[src/rtl/core/stmk_pkg.sv]
// Shared types and constants for the streaming min/max top-k ranker.
// No dependencies.
package stmk_pkg;

  localparam int VALUE_WIDTH = 32;
  localparam int SMALL_COUNT = 5;
  localparam int LARGE_COUNT = 4;
  localparam int FILL_W      = 3;

  typedef logic signed [VALUE_WIDTH-1:0] value_t;

  localparam value_t EMPTY_SMALL = value_t'(999999);
  localparam value_t EMPTY_LARGE = value_t'(-999999);

  // What one cell hands to its right-hand neighbor.
  typedef struct packed {
    logic   after;  // this slot is at or past the insert point
    value_t value;  // current slot contents
  } link_t;

endpackage

[src/rtl/core/streaming_min_max_top_k.sv]
// Streaming min/max top-k ranker, top level.
// Latency: the result word for an input word is valid the cycle after it is accepted.
// Throughput: one word per cycle while out_ready is high; all slots update together.
// Reset (rst_n low, synchronous): both fill counts go to zero, no result pending.
// Slot contents are not reset; unfilled slots read as the sentinels.
// Depends on stmk_pkg, stmk_list, stmk_cell.
module streaming_min_max_top_k import stmk_pkg::*; (
  input  logic              clk,
  input  logic              rst_n,
  // input channel
  input  logic              in_valid,
  output logic              in_ready,
  input  logic              in_clear,
  input  value_t            in_value,
  // result channel
  output logic              out_valid,
  input  logic              out_ready,
  output value_t            out_small_0,
  output value_t            out_small_1,
  output value_t            out_small_2,
  output value_t            out_small_3,
  output value_t            out_small_4,
  output value_t            out_large_0,
  output value_t            out_large_1,
  output value_t            out_large_2,
  output value_t            out_large_3,
  output logic [FILL_W-1:0] out_small_used,
  output logic [FILL_W-1:0] out_large_used
);

  logic   accept;
  logic   out_valid_r;
  logic   out_valid_nxt;
  value_t small_slots [SMALL_COUNT];
  value_t large_slots [LARGE_COUNT];

  // The cell registers double as the output register: they only change on
  // an accept, and an accept only happens once the pending result is free
  // or is taken in the same cycle.
  assign in_ready = !out_valid_r || out_ready;
  assign accept   = in_valid && in_ready;

  // ascending list of the smallest distinct words
  stmk_list #(
    .COUNT (SMALL_COUNT),
    .DESC  (1'b0),
    .EMPTY (EMPTY_SMALL)
  ) u_small (
    .clk    (clk),
    .rst_n  (rst_n),
    .accept (accept),
    .clear  (in_clear),
    .value  (in_value),
    .slots  (small_slots),
    .used   (out_small_used)
  );

  // descending list of the largest distinct words
  stmk_list #(
    .COUNT (LARGE_COUNT),
    .DESC  (1'b1),
    .EMPTY (EMPTY_LARGE)
  ) u_large (
    .clk    (clk),
    .rst_n  (rst_n),
    .accept (accept),
    .clear  (in_clear),
    .value  (in_value),
    .slots  (large_slots),
    .used   (out_large_used)
  );

  always_comb begin
    out_valid_nxt = out_valid_r;
    if (accept) begin
      out_valid_nxt = 1'b1;
    end else if (out_ready) begin
      out_valid_nxt = 1'b0;
    end
  end

  always_ff @(posedge clk) begin
    if (!rst_n) begin
      out_valid_r <= 1'b0;
    end else begin
      out_valid_r <= out_valid_nxt;
    end
  end

  assign out_valid   = out_valid_r;
  assign out_small_0 = small_slots[0];
  assign out_small_1 = small_slots[1];
  assign out_small_2 = small_slots[2];
  assign out_small_3 = small_slots[3];
  assign out_small_4 = small_slots[4];
  assign out_large_0 = large_slots[0];
  assign out_large_1 = large_slots[1];
  assign out_large_2 = large_slots[2];
  assign out_large_3 = large_slots[3];

  // fill counts stay within their lists
  a_fill_bound: assert property (@(posedge clk) disable iff (!rst_n)
    (out_small_used <= FILL_W'(SMALL_COUNT)) && (out_large_used <= FILL_W'(LARGE_COUNT)))
    else $error("fill count past list depth");

  // a clear leaves the new word as the only entry of both lists
  a_clear: assert property (@(posedge clk) disable iff (!rst_n)
    accept && in_clear |=> (out_small_used == FILL_W'(1)) && (out_large_used == FILL_W'(1))
      && (out_small_0 == $past(in_value)) && (out_large_0 == $past(in_value)))
    else $error("clear did not restart lists");

  // minimum never exceeds maximum
  a_min_max: assert property (@(posedge clk) disable iff (!rst_n)
    (out_small_used != '0) && (out_large_used != '0) |-> out_small_0 <= out_large_0)
    else $error("minimum above maximum");

  // a word is taken whenever no result is pending
  a_ready: assert property (@(posedge clk) disable iff (!rst_n)
    !out_valid_r |-> in_ready)
    else $error("stalled with empty output");

endmodule

[src/rtl/core/stmk_cell.sv]
// One compare-and-shift slot of a sorted list.
// Depends on stmk_pkg.
module stmk_cell import stmk_pkg::*; #(
  parameter bit DESC = 1'b0
) (
  input  logic   clk,
  input  logic   upd,
  input  logic   filled,
  input  value_t value,
  input  link_t  prev,
  output link_t  next,
  output logic   match,
  output value_t slot
);

  value_t slot_r;
  value_t slot_nxt;
  logic   take;
  logic   after;

  assign take  = filled && (DESC ? (slot_r < value) : (value < slot_r));
  assign after = take || !filled;
  assign match = filled && (slot_r == value);
  assign next  = '{after: after, value: slot_r};
  assign slot  = slot_r;

  // past the insert point: shift from the left; at it: take the new word
  assign slot_nxt = prev.after ? prev.value : value;

  always_ff @(posedge clk) begin
    if (upd && after) begin
      slot_r <= slot_nxt;
    end
  end

endmodule

[src/rtl/core/stmk_list.sv]
// One sorted list: a chain of stmk_cell slots plus its fill counter.
// Depends on stmk_pkg and stmk_cell.
module stmk_list import stmk_pkg::*; #(
  parameter int     COUNT = 5,
  parameter bit     DESC  = 1'b0,
  parameter value_t EMPTY = '0
) (
  input  logic              clk,
  input  logic              rst_n,
  input  logic              accept,
  input  logic              clear,
  input  value_t            value,
  output value_t            slots [COUNT],
  output logic [FILL_W-1:0] used
);

  logic [FILL_W-1:0] fill_r;
  logic [FILL_W-1:0] fill_nxt;
  logic [FILL_W-1:0] base;
  logic [COUNT-1:0]  filled;
  logic [COUNT-1:0]  match;
  link_t             link [COUNT+1];
  value_t            raw [COUNT];
  logic              dup;
  logic              upd;

  assign base = clear ? '0 : fill_r;
  assign dup  = |match;
  assign upd  = accept && !dup;
  assign link[0] = '{after: 1'b0, value: '0};

  for (genvar i = 0; i < COUNT; i++) begin : g_cell
    assign filled[i] = FILL_W'(i) < base;

    stmk_cell #(.DESC(DESC)) u_cell (
      .clk    (clk),
      .upd    (upd),
      .filled (filled[i]),
      .value  (value),
      .prev   (link[i]),
      .next   (link[i+1]),
      .match  (match[i]),
      .slot   (raw[i])
    );

    assign slots[i] = (FILL_W'(i) < fill_r) ? raw[i] : EMPTY;
  end

  always_comb begin
    fill_nxt = base;
    if (!dup && (base < FILL_W'(COUNT))) begin
      fill_nxt = base + FILL_W'(1);
    end
  end

  always_ff @(posedge clk) begin
    if (!rst_n) begin
      fill_r <= '0;
    end else if (accept) begin
      fill_r <= fill_nxt;
    end
  end

  assign used = fill_r;

endmodule
[config.mk]
export PLATFORM = sky130hd
export DESIGN_NAME = streaming_min_max_top_k
export DESIGN_NICKNAME = d
export VERILOG_FILES = /design/src/rtl/core/stmk_pkg.sv /design/src/rtl/core/streaming_min_max_top_k.sv /design/src/rtl/core/stmk_cell.sv /design/src/rtl/core/stmk_list.sv
export SDC_FILE = /design/constraint.sdc
export NUM_CORES = 1
export LEC_CHECK = 0
export ABC_AREA = 0
export BUFFER_PORTS_ARGS = -buffer_cell sky130_fd_sc_hd__clkbuf_2
export CORE_MARGIN = 1.5
export CORE_UTILIZATION = 45
export CTS_CLUSTER_SIZE = 40
export DETAILED_ROUTE_END_ITERATION = 10
export GPL_TIMING_DRIVEN = 0
export PLACE_DENSITY = 0.61
export SLEW_MARGIN = 20
export SYNTH_ARGS = -nofsm -noshare
export SYNTH_HDL_FRONTEND = slang
export SYNTH_HIERARCHICAL = 1
export SYNTH_SLANG_ARGS = --single-unit
export TNS_END_PERCENT = 1
[constraint.sdc]
create_clock -name clk -period 6.68 [get_ports clk]
set_input_delay 1.002 -clock clk [delete_from_list [all_inputs] [get_ports clk]]
set_output_delay 1.002 -clock clk [all_outputs]
set_load 0.005 [all_outputs]
==> results.md <==
- Share of layout cells above drive strength 1: 34.01%
- H-tree levels: 2
- Final period utilization: 62.75%
- Flop pwr share: 43.2%
- Post-layout util: 53.64%
- Final Wtd Congestion: 0.8916
- Max Clock Freq: 0.2386 GHz
- Post-Route WL: 75640 um
- Antenna violations before repair: 0
- Pins Over Slew Limit: 0
- Dpl cell area: 27230 um^2
- Setup-failing EPs final: 0
- Static Leak: 13.37 nW
- Post-CTS sizing: 0
- Avg Cell Area, Syn: 9.752 um^2
- Mapped cell area: 24160 um^2
- Syn. warnings: 6
- Residual DRC: 0
- Clock power share: 34.6%
- Post-CTS setup buffers: 0
- Final net count: 3254
- Clock root cell: clkbuf_16
- Pre-antenna DRT Iters: 5
- # port buffers: 331
- Core area: 52870 um^2
- Switching Fraction: 29.22%
- Number of buffers created by CTS: 36
- Pin count of the biggest net entering global routing: 18
- Clk slew on worst S/H paths: 60 ps
- Worst Skew: 29.89 ps
- Vias per cell: 5.251
- Hold depth: 2
- Initial core utilization: 45.71%
- Type of origin of the critical path: primary input
- Peak supply drop: 0.0001419 V
- Drt wl/cell: 20.76 um
- Die area: 55100 um^2
- Vias in the first global route: 18810
- Global-route wire length before repair: 111900 um
- Row cnt: 84
- Crit Path Class: primary input to register
- Iter 0 DRT Violations: 1687
- Crit-path max FO: 17
- Clock Sinks: 295
- Die Y: 234.7 um
- P_int: 3.918 mW
- Reg2Reg Launch Point: u_small/used[2]
- Post-DP HPWL: 57990 um
- Clock Latency Late Sink: 570 ps
- Diode count: 0
- Status: finished clean
- Hold Startpoint: out_valid
- Overall overflow remaining after global route: 0
- CTS Hold Bufs: 0
- Final hold vios: 0
- Critical path capture point type: register
- Number of routed nets with antenna violations: 0
- Area Overhead vs Synth: 17.34%
- FF-to-FF End: u_small/g_cell[2].u_cell/slot[0]
- Switch Pwr: 1.617 mW
- Period minus WS final: 4192 ps
- Total of max-cap violations: 0
- Min-Delay Endpoint: out_valid
- Worst Tran Pin Value: 837.0 ps
- IO Pins: 333
- Comb power frac: 22.2%
- Pwr dens: 195.2 nW/um^2
- Post-route cell area: 28350 um^2
- Worst Path Required: 6930 ps
- RSZ-0062 raised after global routing: false
- TritonCTS clock tree: built
- Die X-Extent: 234.7 um
- Via count: 19130
- Setup_tns: 0 ps
- Reg2Reg Setup Slack: 2490 ps
- Min-delay worst type: register to register
- Clock Tree Buf Depth: 3
- Rel. slew slack: 44.14%
- Reg2reg path depth: 9
- Arrival @ worst endpoint: 4440 ps
- Post-synthesis instance total: 2478
- FILL cells: 4869
- Overall Global Routing Usage: 26.90%
-- through the flow --
stage | setup slack, ps | hold WS, ps | instances | total power [mW]
CTS | 2540 | 509.1 | 3643 | 5.542
floorplan | 2449 | 505.6 | 2542 | 3.181
global placement | 966.7 | 496.8 | 3561 | 3.551
finish | 2488 | 504.1 | 3643 | 5.535
global route | 2279 | 538.7 | 3643 | 5.777
detailed placement | 1985 | 500.0 | 3578 | 3.623
-- worst max-delay path by stage --
stage,from,endpoint,slack (ps)
global placement,in_value[31],u_large/g_cell[2].u_cell/slot[9],970
finish,in_value[31],u_small/g_cell[2].u_cell/slot[0],2490
global route,u_small/used[2],u_small/g_cell[2].u_cell/slot[0],2280
floorplan,in_clear,u_small/g_cell[0].u_cell/slot[0],2450
detailed placement,in_value[31],u_large/g_cell[0].u_cell/slot[23],1980
CTS,u_small/used[2],u_small/g_cell[2].u_cell/slot[0],2540
-- critical path, cell delays in order --
cell	delay [ps]
clkbuf_2	370
ha_1	500
nand4_1	190
nor4_1	120
and4_1	270
nor4_4	460
and2_1	470
nor3b_4	790
buf_8	250
-- sequential cells by signal, summed over array words and instances (netlist names) --
| name | count |
|---|---|
| u_small/g_cell.u_cell/slot | 160 |
| u_large/g_cell.u_cell/slot | 128 |
| u_large/used | 3 |
| u_small/used | 3 |
| out_valid | 1 |
-- metal layers --
metal | share of wire [%] | up-vias | GRT usage, %
li1 | - | 9169 | -
met2 | 43 | 625 | 41.11
met4 | 3.0 | 0 | 9.366
met1 | 47 | 9243 | 38.78
met3 | 6.4 | 93 | 3.924
met5 | 0 | - | 0
-- final cells by class --
type                       instances  area, um^2  area share (%)
buffer                           374        2525           8.905
clock buffer                      42       954.7           3.367
clock inverter                    23       172.7          0.6090
inverter                         292        1096           3.865
multi-input combinational       1581       12050           42.50
sequential                       295        8788           30.99
tap                              688       860.8           3.036
timing repair buffer             348        1906           6.721
-- power by group through the flow --
stage	clock [mW]	sequential [mW]	combinational (mW)
6_report	1.92	2.39	1.23
5_1_grt	2.01	2.40	1.36
4_1_cts	1.94	2.38	1.22
3_5_place_dp	0	2.42	1.20
3_3_place_gp	0	2.42	1.13
2_1_floorplan	0	2.35	0.831
-- placed cells by master, fill, tap and decap left out, types with 38 or more instances in the layout --
cell	instances
a21oi_1	110
and2_1	53
buf_4	296
clkbuf_1	74
clkbuf_2	332
conb_1	66
edfxtp_1	288
ha_1	289
inv_1	292
mux2_2	159
nand2_1	186
nand2b_1	46
nand4_1	64
nor2_1	38
nor2b_1	88
o21ai_0	147
or2_2	84
(Power assumes the default switching activity.)
